===== src/sv/ccsls_pkg.sv =====
`default_nettype none
package ccsls_pkg;

    localparam int unsigned LINE_BITS_DEF = 24;
    localparam int unsigned MAX_RES       = 4;
    localparam logic [15:0] MAX_LEN_RST   = 16'd4096;
    localparam logic [15:0] MAX_LEN_MIN   = 16'd2;

    localparam logic [7:0] CH_NL     = 8'h0A;
    localparam logic [7:0] CH_STAR   = 8'h2A;
    localparam logic [7:0] CH_SLASH  = 8'h2F;
    localparam logic [7:0] CH_SPACE  = 8'h20;
    localparam logic [7:0] CH_BSLASH = 8'h5C;

    typedef enum logic [1:0] {
        ERR_NONE   = 2'd0,
        ERR_UNTERM = 2'd1,
        ERR_LONG   = 2'd2,
        ERR_WRAP   = 2'd3
    } t_err;

    typedef enum logic [1:0] {
        MODE_NORMAL = 2'd0,
        MODE_BLOCK  = 2'd1,
        MODE_STAR   = 2'd2,
        MODE_LINE   = 2'd3
    } t_mode;

    // Results of one request, as handed to the result buffer.
    typedef struct packed {
        logic [2:0]       n;
        logic [3:0][7:0]  bytes;
        logic [3:0]       ends;
        logic [3:0][1:0]  errs;
        logic [23:0]      line_no;
    } t_batch;

    // Scanner working state while one request is evaluated.
    typedef struct packed {
        t_mode            mode;
        logic             held_slash;
        logic [15:0]      fill;
        logic             wrapped;
        logic [2:0]       n;
        logic [3:0][7:0]  bytes;
        logic [3:0]       ends;
        logic [3:0][1:0]  errs;
    } t_work;

endpackage
`default_nettype wire


===== src/sv/ccsls_scan.sv =====
`default_nettype none
module ccsls_scan #(
    parameter int unsigned LINE_BITS = ccsls_pkg::LINE_BITS_DEF
) (
    input  wire logic                 i_clk,
    input  wire logic                 i_rst_n,
    input  wire logic                 i_load,
    input  wire logic [7:0]           i_byte,
    input  wire logic                 i_eof,
    input  wire logic [15:0]          i_max_len,
    output ccsls_pkg::t_batch         o_batch
);

    ccsls_pkg::t_mode     r_mode;
    logic                 r_held_slash;
    logic                 r_held_bs;
    logic [LINE_BITS-1:0] r_line_count;
    logic [15:0]          r_fill;
    logic                 r_wrapped;

    ccsls_pkg::t_work     n_work;
    logic                 n_held_bs;
    logic [LINE_BITS-1:0] n_line_count;
    logic                 count_inc;
    logic [15:0]          lim;

    function automatic ccsls_pkg::t_work f_emit(ccsls_pkg::t_work w, logic [7:0] b,
                                                 logic e, ccsls_pkg::t_err err);
        ccsls_pkg::t_work r;
        ccsls_pkg::t_err  er;
        r  = w;
        er = err;
        if (w.n < 3'(ccsls_pkg::MAX_RES)) begin
            if (er == ccsls_pkg::ERR_NONE && r.wrapped) begin
                er        = ccsls_pkg::ERR_WRAP;
                r.wrapped = 1'b0;
            end
            r.bytes[w.n[1:0]] = b;
            r.ends[w.n[1:0]]  = e;
            r.errs[w.n[1:0]]  = er;
            r.n               = w.n + 3'd1;
        end
        return r;
    endfunction

    function automatic ccsls_pkg::t_work f_end_line(ccsls_pkg::t_work w,
                                                     ccsls_pkg::t_err err);
        ccsls_pkg::t_work r;
        r      = f_emit(w, ccsls_pkg::CH_NL, 1'b1, err);
        r.fill = '0;
        return r;
    endfunction

    function automatic ccsls_pkg::t_work f_content(ccsls_pkg::t_work w, logic [7:0] b,
                                                    logic [15:0] lm);
        ccsls_pkg::t_work r;
        r      = f_emit(w, b, 1'b0, ccsls_pkg::ERR_NONE);
        r.fill = r.fill + 16'd1;
        if (r.fill >= lm) begin
            r = f_end_line(r, ccsls_pkg::ERR_LONG);
        end
        return r;
    endfunction

    function automatic ccsls_pkg::t_work f_deliver(ccsls_pkg::t_work w, logic [7:0] c,
                                                    logic [15:0] lm);
        ccsls_pkg::t_work r;
        logic             done;
        r    = w;
        done = 1'b0;
        case (w.mode)
            ccsls_pkg::MODE_BLOCK: begin
                if (c == ccsls_pkg::CH_STAR) r.mode = ccsls_pkg::MODE_STAR;
            end
            ccsls_pkg::MODE_STAR: begin
                if (c == ccsls_pkg::CH_SLASH) begin
                    r.mode = ccsls_pkg::MODE_NORMAL;
                    r      = f_content(r, ccsls_pkg::CH_SPACE, lm);
                end else if (c != ccsls_pkg::CH_STAR) begin
                    r.mode = ccsls_pkg::MODE_BLOCK;
                end
            end
            ccsls_pkg::MODE_LINE: begin
                if (c == ccsls_pkg::CH_NL) begin
                    r.mode = ccsls_pkg::MODE_NORMAL;
                    r      = f_content(r, ccsls_pkg::CH_SPACE, lm);
                    r      = f_end_line(r, ccsls_pkg::ERR_NONE);
                end
            end
            default: begin
                if (r.held_slash) begin
                    r.held_slash = 1'b0;
                    if (c == ccsls_pkg::CH_STAR) begin
                        r.mode = ccsls_pkg::MODE_BLOCK;
                        done   = 1'b1;
                    end else if (c == ccsls_pkg::CH_SLASH) begin
                        r.mode = ccsls_pkg::MODE_LINE;
                        done   = 1'b1;
                    end else begin
                        r = f_content(r, ccsls_pkg::CH_SLASH, lm);
                    end
                end
                if (!done) begin
                    if (c == ccsls_pkg::CH_SLASH) begin
                        r.held_slash = 1'b1;
                    end else if (c == ccsls_pkg::CH_NL) begin
                        r = f_end_line(r, ccsls_pkg::ERR_NONE);
                    end else begin
                        r = f_content(r, c, lm);
                    end
                end
            end
        endcase
        return r;
    endfunction

    // Line count advances on every physical newline, spliced or not.
    always_comb begin
        lim          = (i_max_len < ccsls_pkg::MAX_LEN_MIN) ? ccsls_pkg::MAX_LEN_MIN
                                                             : i_max_len;
        count_inc    = !i_eof && (i_byte == ccsls_pkg::CH_NL);
        n_line_count = r_line_count + LINE_BITS'(count_inc);
    end

    // Next state of the scanner and the results of this request.
    always_comb begin
        ccsls_pkg::t_err eof_err;
        n_work.mode       = r_mode;
        n_work.held_slash = r_held_slash;
        n_work.fill       = r_fill;
        n_work.wrapped    = r_wrapped || (count_inc && (n_line_count == '0));
        n_work.n          = '0;
        n_work.bytes      = '0;
        n_work.ends       = '0;
        n_work.errs       = '0;
        n_held_bs         = r_held_bs;
        eof_err           = ccsls_pkg::ERR_NONE;
        if (i_eof) begin
            if (r_held_bs) n_work = f_deliver(n_work, ccsls_pkg::CH_BSLASH, lim);
            if (n_work.held_slash) begin
                n_work.held_slash = 1'b0;
                n_work            = f_content(n_work, ccsls_pkg::CH_SLASH, lim);
            end
            if (n_work.mode == ccsls_pkg::MODE_BLOCK || n_work.mode == ccsls_pkg::MODE_STAR)
                eof_err = ccsls_pkg::ERR_UNTERM;
            if (n_work.mode != ccsls_pkg::MODE_NORMAL)
                n_work = f_content(n_work, ccsls_pkg::CH_SPACE, lim);
            n_work.mode = ccsls_pkg::MODE_NORMAL;
            n_work      = f_end_line(n_work, eof_err);
            n_held_bs   = 1'b0;
        end else if (r_held_bs && i_byte == ccsls_pkg::CH_NL) begin
            // Splice: drop both bytes.
            n_held_bs = 1'b0;
        end else begin
            if (r_held_bs) n_work = f_deliver(n_work, ccsls_pkg::CH_BSLASH, lim);
            if (i_byte == ccsls_pkg::CH_BSLASH) begin
                n_held_bs = 1'b1;
            end else begin
                n_held_bs = 1'b0;
                n_work    = f_deliver(n_work, i_byte, lim);
            end
        end
    end

    always_comb begin
        o_batch.n       = n_work.n;
        o_batch.bytes   = n_work.bytes;
        o_batch.ends    = n_work.ends;
        o_batch.errs    = n_work.errs;
        o_batch.line_no = 24'(n_line_count);
    end

    always_ff @(posedge i_clk) begin
        if (!i_rst_n) begin
            r_mode       <= ccsls_pkg::MODE_NORMAL;
            r_held_slash <= 1'b0;
            r_held_bs    <= 1'b0;
            r_line_count <= '0;
            r_fill       <= '0;
            r_wrapped    <= 1'b0;
        end else if (i_load) begin
            r_mode       <= n_work.mode;
            r_held_slash <= n_work.held_slash;
            r_held_bs    <= n_held_bs;
            r_line_count <= n_line_count;
            r_fill       <= n_work.fill;
            r_wrapped    <= n_work.wrapped;
        end
    end

endmodule
`default_nettype wire


===== src/sv/ccsls_res_buf.sv =====
`default_nettype none
module ccsls_res_buf (
    input  wire logic               i_clk,
    input  wire logic               i_rst_n,
    input  wire logic               i_load,
    input  ccsls_pkg::t_batch       i_batch,
    output logic                    o_free,
    output logic                    o_tvalid,
    input  wire logic               i_tready,
    output logic [31:0]             o_tdata,   // out_byte[7:0], line_number[31:8]
    output logic [2:0]              o_tuser,   // line_end[0], error_code[2:1]
    output logic                    o_tlast
);

    ccsls_pkg::t_batch r_batch;
    logic [2:0]        r_left;
    logic [1:0]        r_idx;
    logic              take;

    always_comb begin
        o_tvalid = (r_left != 3'd0);
        take     = o_tvalid && i_tready;
        o_free   = (r_left == 3'd0) || (r_left == 3'd1 && take);
        o_tdata  = {r_batch.line_no, r_batch.bytes[r_idx]};
        o_tuser  = {r_batch.errs[r_idx], r_batch.ends[r_idx]};
        o_tlast  = (r_left == 3'd1);
    end

    always_ff @(posedge i_clk) begin
        if (!i_rst_n) begin
            r_left <= '0;
            r_idx  <= '0;
        end else if (i_load) begin
            r_left <= i_batch.n;
            r_idx  <= '0;
        end else if (take) begin
            r_left <= r_left - 3'd1;
            r_idx  <= r_idx + 2'd1;
        end
    end

    always_ff @(posedge i_clk) begin
        if (i_load) r_batch <= i_batch;
    end

endmodule
`default_nettype wire


===== src/sv/c_comment_stripper_line_splicer_top.sv =====
// A request passes the input register, then the result buffer. Throughput: one
//   request per cycle while each gives at most one result and the master is ready;
//   one that gives k results (up to 4, on flushes and forced line ends) holds the
//   result register while they drain; the one-entry input register takes the next.
// Reset: synchronous, active low; clears scanner state, line count and buffers,
//   and sets max_line_len to 4096.
`default_nettype none
module c_comment_stripper_line_splicer_top #(
    parameter int unsigned LINE_BITS = ccsls_pkg::LINE_BITS_DEF
) (
    input  wire logic        i_clk,
    input  wire logic        i_rst_n,
    // Configuration: max_line_len
    input  wire logic        i_cfg_we,
    input  wire logic [15:0] i_cfg_wdata,
    // Source bytes
    input  wire logic        s_axis_tvalid,
    output logic             s_axis_tready,
    input  wire logic [7:0]  s_axis_tdata,   // in_byte[7:0]
    input  wire logic [0:0]  s_axis_tuser,   // end_of_file[0]
    // Cleaned lines
    output logic             m_axis_tvalid,
    input  wire logic        m_axis_tready,
    output logic [31:0]      m_axis_tdata,   // out_byte[7:0], line_number[31:8]
    output logic [2:0]       m_axis_tuser,   // line_end[0], error_code[2:1]
    output logic             m_axis_tlast    // last_of_run
);

    logic [15:0]       r_max_len;
    logic              r_in_valid;
    logic [7:0]        r_in_byte;
    logic              r_in_eof;
    logic              buf_free;
    logic              load;
    ccsls_pkg::t_batch batch;

    // Hand the held request to the scanner once the result buffer can take
    // its results; the input register refills in the same cycle.
    always_comb begin
        load          = r_in_valid && buf_free;
        s_axis_tready = !r_in_valid || buf_free;
    end

    // Configuration register, to be written by the user only while idle; the block itself does not enforce this.
    always_ff @(posedge i_clk) begin
        if (!i_rst_n) begin
            r_max_len <= ccsls_pkg::MAX_LEN_RST;
        end else if (i_cfg_we) begin
            r_max_len <= i_cfg_wdata;
        end
    end

    // Input register: hold the request until the scanner consumes it.
    always_ff @(posedge i_clk) begin
        if (!i_rst_n) begin
            r_in_valid <= 1'b0;
        end else if (s_axis_tvalid && s_axis_tready) begin
            r_in_valid <= 1'b1;
        end else if (load) begin
            r_in_valid <= 1'b0;
        end
    end

    always_ff @(posedge i_clk) begin
        if (s_axis_tvalid && s_axis_tready) begin
            r_in_byte <= s_axis_tdata;
            r_in_eof  <= s_axis_tuser[0];
        end
    end

    // Scanner: state registers plus the single-pass evaluation of one byte.
    ccsls_scan #(
        .LINE_BITS (LINE_BITS)
    ) u_scan (
        .i_clk     (i_clk),
        .i_rst_n   (i_rst_n),
        .i_load    (load),
        .i_byte    (r_in_byte),
        .i_eof     (r_in_eof),
        .i_max_len (r_max_len),
        .o_batch   (batch)
    );

    // Result buffer: drain the results of one request, one per cycle while the master is ready.
    ccsls_res_buf u_res_buf (
        .i_clk    (i_clk),
        .i_rst_n  (i_rst_n),
        .i_load   (load),
        .i_batch  (batch),
        .o_free   (buf_free),
        .o_tvalid (m_axis_tvalid),
        .i_tready (m_axis_tready),
        .o_tdata  (m_axis_tdata),
        .o_tuser  (m_axis_tuser),
        .o_tlast  (m_axis_tlast)
    );

endmodule
`default_nettype wire


===== config.mk =====
export PLATFORM = sky130hd
export DESIGN_NAME = c_comment_stripper_line_splicer_top
export DESIGN_NICKNAME = d
export VERILOG_FILES = /design/src/sv/ccsls_pkg.sv /design/src/sv/ccsls_scan.sv /design/src/sv/ccsls_res_buf.sv /design/src/sv/c_comment_stripper_line_splicer_top.sv
export SDC_FILE = /design/constraint.sdc
export NUM_CORES = 1
export LEC_CHECK = 0
export ABC_AREA = 1
export BUFFER_PORTS_ARGS = -buffer_cell sky130_fd_sc_hd__clkbuf_2
export CAP_MARGIN = 40
export CORE_UTILIZATION = 42
export CTS_CLUSTER_SIZE = 12
export DETAILED_ROUTE_END_ITERATION = 12
export GPL_TIMING_DRIVEN = 0
export SLEW_MARGIN = 20
export SYNTH_ARGS = -nofsm -noshare
export SYNTH_HDL_FRONTEND = slang
export SYNTH_SLANG_ARGS = --single-unit

===== constraint.sdc =====
create_clock -name i_clk -period 29 [get_ports i_clk]
set_input_delay 1.45 -clock i_clk [delete_from_list [all_inputs] [get_ports i_clk]]
set_output_delay 1.45 -clock i_clk [all_outputs]
set_load 0.02 [all_outputs]

==> results of run 1 <==
-- sequential cells by signal (all words and copies together) (netlist names), 2 cells and up --
| register | count |
|---|---|
| u_res_buf.r_batch | 44 |
| u_res_buf.o_tdata | 24 |
| u_scan.r_line_count | 24 |
| r_max_len | 16 |
| u_scan.r_fill | 16 |
| r_in_byte | 8 |
| u_res_buf.r_left | 3 |
| u_res_buf.r_idx | 2 |
| u_scan.r_mode | 2 |
-- power groups by stage --
stage | clock network, mW | logic, mW | registers, mW
2_1_floorplan | 0 | 0.144 | 0.268
3_3_place_gp | 0 | 0.212 | 0.274
3_5_place_dp | 0 | 0.217 | 0.271
4_1_cts | 0.238 | 0.218 | 0.267
5_1_grt | 0.245 | 0.241 | 0.270
6_report | 0.233 | 0.219 | 0.267
-- cells in the final DEF (no fill, tap or decap), types with 20 or more instances in the layout --
| cell | instances |
|---|---|
| a21oi_1 | 156 |
| buf_4 | 33 |
| clkbuf_1 | 52 |
| clkbuf_2 | 67 |
| dfxtp_1 | 67 |
| edfxtp_1 | 77 |
| ha_1 | 128 |
| inv_1 | 332 |
| inv_2 | 33 |
| nand2_1 | 516 |
| nand2_2 | 42 |
| nand3_1 | 150 |
| nand4_1 | 57 |
| nor2_1 | 203 |
| nor3_1 | 23 |
| o211ai_1 | 28 |
| o21ai_0 | 204 |
| o21ai_1 | 28 |
| o221ai_1 | 20 |
| o22ai_1 | 33 |
| xor2_1 | 39 |
-- synth_stat cells, types with 39 or more instances --
master    number
nand2_1      516
inv_1        332
o21ai_0      204
nor2_1       203
a21oi_1      156
nand3_1      150
ha_1         128
edfxtp_1      77
dfxtp_1       67
nand4_1       57
clkbuf_1      53
nand2_2       42
xor2_1        39
-- critical path, delay by kind of cell, from the launching register on --
family	cells	cell delay, ns
simple gates	43	7.31
xor+xnor	2	0.35
fa+ha+maj	7	2.01
buf+inv	13	1.69
compound gates	13	2.13
flops	1	0.59
-- worst min-delay path by stage --
| stage | startpoint | to | slack, ns |
|---|---|---|---|
| 5_1_grt | u_scan.r_line_count[0] | u_scan.r_line_count[0] | 0.49 |
| 3_5_place_dp | r_max_len[0] | r_max_len[0] | 0.45 |
| 2_1_floorplan | r_max_len[0] | r_max_len[0] | 0.43 |
| 6_report | r_max_len[0] | r_max_len[0] | 0.46 |
| 4_1_cts | r_max_len[0] | r_max_len[0] | 0.46 |
| 3_3_place_gp | r_max_len[0] | r_max_len[0] | 0.45 |
-- final cells by class --
cell class                 count  share of cell area
timing repair buffer          75              0.0233
clock buffer                  19              0.0267
clock inverter                13             0.00760
tap                          511              0.0359
multi-input combinational   1826               0.590
sequential                   144               0.205
buffer                       107              0.0317
inverter                     374              0.0792
-- layer usage --
metal,track usage,vias up
met2,0.578,745
met1,0.429,8198
met3,0.0623,181
met4,0.212,0
met5,0,-
li1,-,8392
-- stage by stage --
| stage | total power, mW | cell area, sq um | hold slack, ns |
|---|---|---|---|
| after floorplan | 0.412 | 16100 | 0.434 |
| after global placement | 0.486 | 17100 | 0.447 |
| after detailed placement | 0.488 | 17100 | 0.453 |
| after CTS | 0.723 | 17800 | 0.464 |
| after global routing | 0.756 | 17800 | 0.488 |
| final | 0.718 | 17800 | 0.460 |
-- cells by family (layout without fill, tap and decap cells) --
logic type	count (synthesis)	in the layout	synth area share
adder cells (fa/ha/maj)	128	128	0.0994
flip-flops	144	144	0.227
AO/OA/AOI/OAI	548	548	0.198
XOR/XNOR	49	49	0.0290
AND/OR/NAND/NOR	1101	1101	0.325
buffers and inverters	481	588	0.122
==> flow_summary_export.csv, run 1 <==
group,metric,value,unit
route,wl_met3,4.83,mm
power_and_ir_drop,p_switching,277,uW
clock_tree,clk_pin_slew,0.08,ns
worst_setup_path,r2r_slack,14.61,ns
synthesis,avgSynthCellArea,6.57,sq um
power_and_ir_drop,seq_power_share,0.371,
worst_setup_path,slowest_delay,0.59,ns
synthesis,synth_fp_nets,2609,
clock_tree,cts_root_buf,"clkbuf_16",
power_and_ir_drop,switching_share,0.385,
finish,drive_gt1_frac,0.134,
finish,multi_input_area,0.0105,sq mm
worst_setup_path,worst_path_most_repeated_cell,"nand2_1",
die,core_area,0.0377,sq mm
synthesis,synth_seq_cells,144,
sta,period_minus_slack,14.39,ns
route,vias,17516,
place,portBuffers,67,
worst_setup_path,startpoint_type,"flop",
synthesis,synth_flop_cell,"edfxtp_1",
die,row_count,71,
sta,rsz0062_at_grt,"no",
worst_hold_path,hold-path-cell-count,2,
worst_setup_path,r2r_start,"u_scan.r_fill[0]",
die,die_w,198,microns
route,routed.top_layer,"met4",
clock_tree,insertion_delay,0.50,ns
sta,hold_violations,0,
route,ant_nets,0,
route,wirelength,67.9,mm
clock_tree,cts_tree,"built",
synthesis,synth_top_area_share,0.144,
route,drc_errors,0,
global_route,grt_pass1_wl,101,mm
power_and_ir_drop,p_leak,8.24,nW
synthesis,ys_seq_area_frac,0.227,
clock_tree,cts_resized,0,
finish,fill_cells,4033,
synthesis,yosys_warnings,0,
place,hpwl,54.6,mm
sta,worst_pin_slew,0.902,ns
clock_tree,postCtsHoldBufs,0,
finish,instances_no_fill,3069,
worst_setup_path,ff2ff_path_depth,78,
clock_tree,numCtsBuffers,17,
route,drt_iter0_markers,1719,
worst_hold_path,hp-class,"flop to flop",
worst_setup_path,cp-startpoint,"u_scan.r_fill[0]",
synthesis,netlist_instances,2451,
worst_setup_path,path_class,"flop to flop",
sta,setup_violations,0,
finish,fin_nets,2703,
synthesis,synth_cell_type_count,70,
place,place_ws,14.86,ns
die,initial_core_util,0.428,
global_route,antenna_found_initial,0,
power_and_ir_drop,p_int,441,uW
finish,syn2layout_area_growth,10.4,%
clock_tree,cts_setup_buffers,0,
die,io_pins,68,
worst_setup_path,crit_path_end_kind,"flop",
power_and_ir_drop,p_clk_frac,0.324,
global_route,grt_use_total,0.352,
clock_tree,clock-sinks,144,
route,vias_per_cell,5.71,
worst_setup_path,cpMaxStageDelayCell,"dfxtp_1",
finish,final_util,0.472,
power_and_ir_drop,pwr_density_cell,40.4,mW/mm^2
clock_tree,cts.path.max_buffers,2,
run_status,run_status,"complete, no violations",
place,dp_cells,3034,
synthesis,synth_edf_count,77,
route,wl_per_cell,22.1,microns
synthesis,async_flop_share,0,
place,place_congestion,1.04,
route,drt-met1-wl,27.9,mm
worst_setup_path,cp.arrival,14.65,ns
worst_setup_path,crit_end,"u_res_buf.r_batch[66]",
synthesis,netlist_area,0.0161,sq mm
clock_tree,htreeDepth,4,
route,firstDrtPassIters,6,
global_route,grt_max_degree,45,
sta,min_period_over_period,0.496,
sta,slew_violations,0,
global_route,grt_pass1_vias,16462,
power_and_ir_drop,power_frac_comb,0.305,
die,die_area,0.0391,sq mm
worst_setup_path,crit_path_max_fanout,10,
power_and_ir_drop,irDropWorstVdd,0.0431,mV
synthesis,synth_area_leaders,"edfxtp_1 14%, nand2_1 12%, ha_1 9.9%",
sta,clock.fmax,69.5,MHz
die,die_y,198,microns
finish,antennaDiodeCount,0,
worst_setup_path,crit_required,29.27,ns
sta,fin_skew,0.0201,ns
global_route,grt_overflow_total,0,
flow_run,cap_viol_max_count,0,
synthesis,synth_top_area_cell,"edfxtp_1",
finish,seqCellArea,0.00365,sq mm
route,wl_met2,31.3,mm
sta,tns,0,ns
worst_setup_path,worstReg2RegEnd,"u_res_buf.r_batch[66]",
sta,setup_ws,14.61,ns
sta,slew_headroom,0.399,
Power figures use the tool's default switching activity.
==> inputs of run 2 (changes only) <==
- clock period: 29 -> 12.5 ns (I/O delays scaled with it)
==> run 2 against run 1 <==
Against the previous run: routed wire length rose by 1.3%; clock-buffer cell count unchanged; worst setup slack lost 14 ns; largest cell class unchanged; sequential share of layout area down 0.57 points; critical path depth fell by 7; fmax is 19% higher; global-route usage is 0.11 points higher; first-iteration DRC count is 0.29% higher; clock skew shrank 0.00060 ns; register-to-register slack worse by 14 ns; total power rose by 130%; clock power grew 130%.
==> flow_summary_export.csv, run 2 (same netlist as run 1, synthesis figures left out) <==
group,metric,value,unit
finish,final_cell_mix,"506 x nand2_1, 323 x inv_1, 195 x o21ai_0",
clock_tree,cts_root_buf,"clkbuf_16",
global_route,grt_use_total,0.353,
finish,instances_no_fill,3097,
sta,hold_violations,0,
worst_setup_path,crit_end,"u_res_buf.r_batch[45]",
global_route,grt_overflow_total,0,
worst_setup_path,ff2ff_path_depth,71,
finish,layout_commonest_cell,"nand2_1",
clock_tree,clock-sinks,144,
worst_setup_path,crit_path_max_fanout,10,
worst_setup_path,cp.arrival,12.25,ns
place,post_dp_cell_area,0.0171,sq mm
worst_setup_path,startpoint_type,"flop",
power_and_ir_drop,p_leak,8.43,nW
clock_tree,insertion_delay,0.50,ns
sta,setup_violations,0,
sta,fin_skew,0.0195,ns
die,io_pins,68,
sta,period_minus_slack,12.05,ns
worst_setup_path,cpMaxStageDelayCell,"dfxtp_4",
place,place_congestion,1.04,
finish,regMostFlops,"u_res_buf.r_batch",
die,initial_core_util,0.428,
worst_setup_path,worstReg2RegEnd,"u_res_buf.r_batch[45]",
sta,slew_violations,0,
worst_setup_path,worst_path_most_repeated_cell,"nand2_1",
finish,drive_gt1_frac,0.166,
sta,min_period_over_period,0.964,
worst_setup_path,r2r_slack,0.45,ns
finish,stdcell_area,0.0184,sq mm
worst_setup_path,slowest_delay,0.44,ns
run_status,run_status,"complete, no violations",
finish,antennaDiodeCount,0,
clock_tree,cts_tree,"built",
die,core_area,0.0377,sq mm
worst_setup_path,path_class,"flop to flop",
finish,syn2layout_area_growth,13.9,%
sta,clock.fmax,83.0,MHz
global_route,grt_pass1_vias,16567,
place,portBuffers,67,
route,wl_per_cell,22.2,microns
flow_run,cap_viol_max_count,0,
clock_tree,htreeDepth,4,
route,drc_errors,0,
finish,fill_cells,3983,
worst_setup_path,crit_required,12.70,ns
route,drt_iter0_markers,1724,
finish,largest_reg_flops,44,
sta,worst_pin_slew,0.926,ns
clock_tree,numCtsBuffers,17,
worst_hold_path,hp-class,"input port to flop",
route,vias,17785,
route,ant_nets,0,
die,row_count,71,
route,firstDrtPassIters,8,
die,die_w,198,microns
global_route,antenna_found_initial,1,
clock_tree,cts.path.max_buffers,2,
finish,fin_nets,2731,
clock_tree,clk_pin_slew,0.08,ns
place,hpwl,54.6,mm
route,vias_per_cell,5.74,
route,wirelength,68.8,mm
sta,slew_headroom,0.383,
die,die_y,198,microns
power_and_ir_drop,total_power,1.68,mW
place,dp_cells,3034,
power_and_ir_drop,pwr_density_cell,91.3,mW/mm^2
power_and_ir_drop,irDropWorstVdd,0.0996,mV
worst_setup_path,crit_path_end_kind,"flop",
worst_setup_path,cp-startpoint,"u_scan.r_fill[0]",
worst_setup_path,r2r_start,"u_scan.r_fill[0]",
global_route,grt_max_degree,45,
die,die_area,0.0391,sq mm
global_route,grt_pass1_wl,101,mm
[run 2: report_power, final]
group	switching (mW)	internal, mW
clock	0.252	0.288
combinational	0.359	0.157
sequential	0.0351	0.585
total	0.646	1.03
[run 2: layout make-up]
cell class / count / area, sq um / share of cell area
Buffer: 107 / 594 / 0.0324
Clock buffer: 19 / 475 / 0.0259
Clock inverter: 13 / 135 / 0.00736
Inverter: 374 / 1450 / 0.0788
Multi-Input combinational cell: 1826 / 10700 / 0.585
Sequential cell: 144 / 3660 / 0.200
Tap cell: 511 / 639 / 0.0348
Timing Repair Buffer: 103 / 654 / 0.0357
[run 2: per-stage QoR]
step	TNS, ns	worst slack, ns	util	hold WS [ns]
3_5_place_dp	-73.36	-1.64	0.455	0.453
6_report	0	0.452	0.487	0.297
4_1_cts	0	0.0617	0.476	0.269
3_3_place_gp	-66.79	-1.54	0.454	0.447
5_1_grt	-0.974	-0.0862	0.487	0.288
2_1_floorplan	0	2.25	-	0.434
[run 2: worst max-delay path, delay by kind of cell (launching register included)]
| family | cells | cell delay, ns |
|---|---|---|
| simple gates | 37 | 5.53 |
| compound gates | 14 | 2.43 |
| fa+ha+maj | 7 | 1.82 |
| buf+inv | 11 | 1.21 |
| flops | 1 | 0.44 |
| xor+xnor | 2 | 0.28 |
[run 2: worst min path at each step]
stage	depth (start not counted)	endpoint	startpoint	slack (ns)
5_1_grt	1	r_in_byte[4]	s_axis_tdata[4]	0.29
6_report	1	r_in_byte[4]	s_axis_tdata[4]	0.30
3_3_place_gp	2	r_max_len[0]	r_max_len[0]	0.45
3_5_place_dp	2	r_max_len[0]	r_max_len[0]	0.45
4_1_cts	1	r_in_byte[4]	s_axis_tdata[4]	0.27
2_1_floorplan	2	r_max_len[0]	r_max_len[0]	0.43
[run 2: repair_timing]
action,4_1_cts,5_1_grt
buffers inserted,9,19
hold endpoints to repair,0,0
endpoints found under the setup margin,60,58
pin swaps,4,21
gates cloned,0,1
gates resized for setup,29,70
hold buffers,0,0
[run 2: per-layer routing]
layer	track usage	share of wire	vias to the layer above
met2	0.577	0.46	819
li1	-	-	8456
met4	0.222	0.063	0
met5	0	0	-
met1	0.429	0.40	8307
met3	0.0634	0.075	203
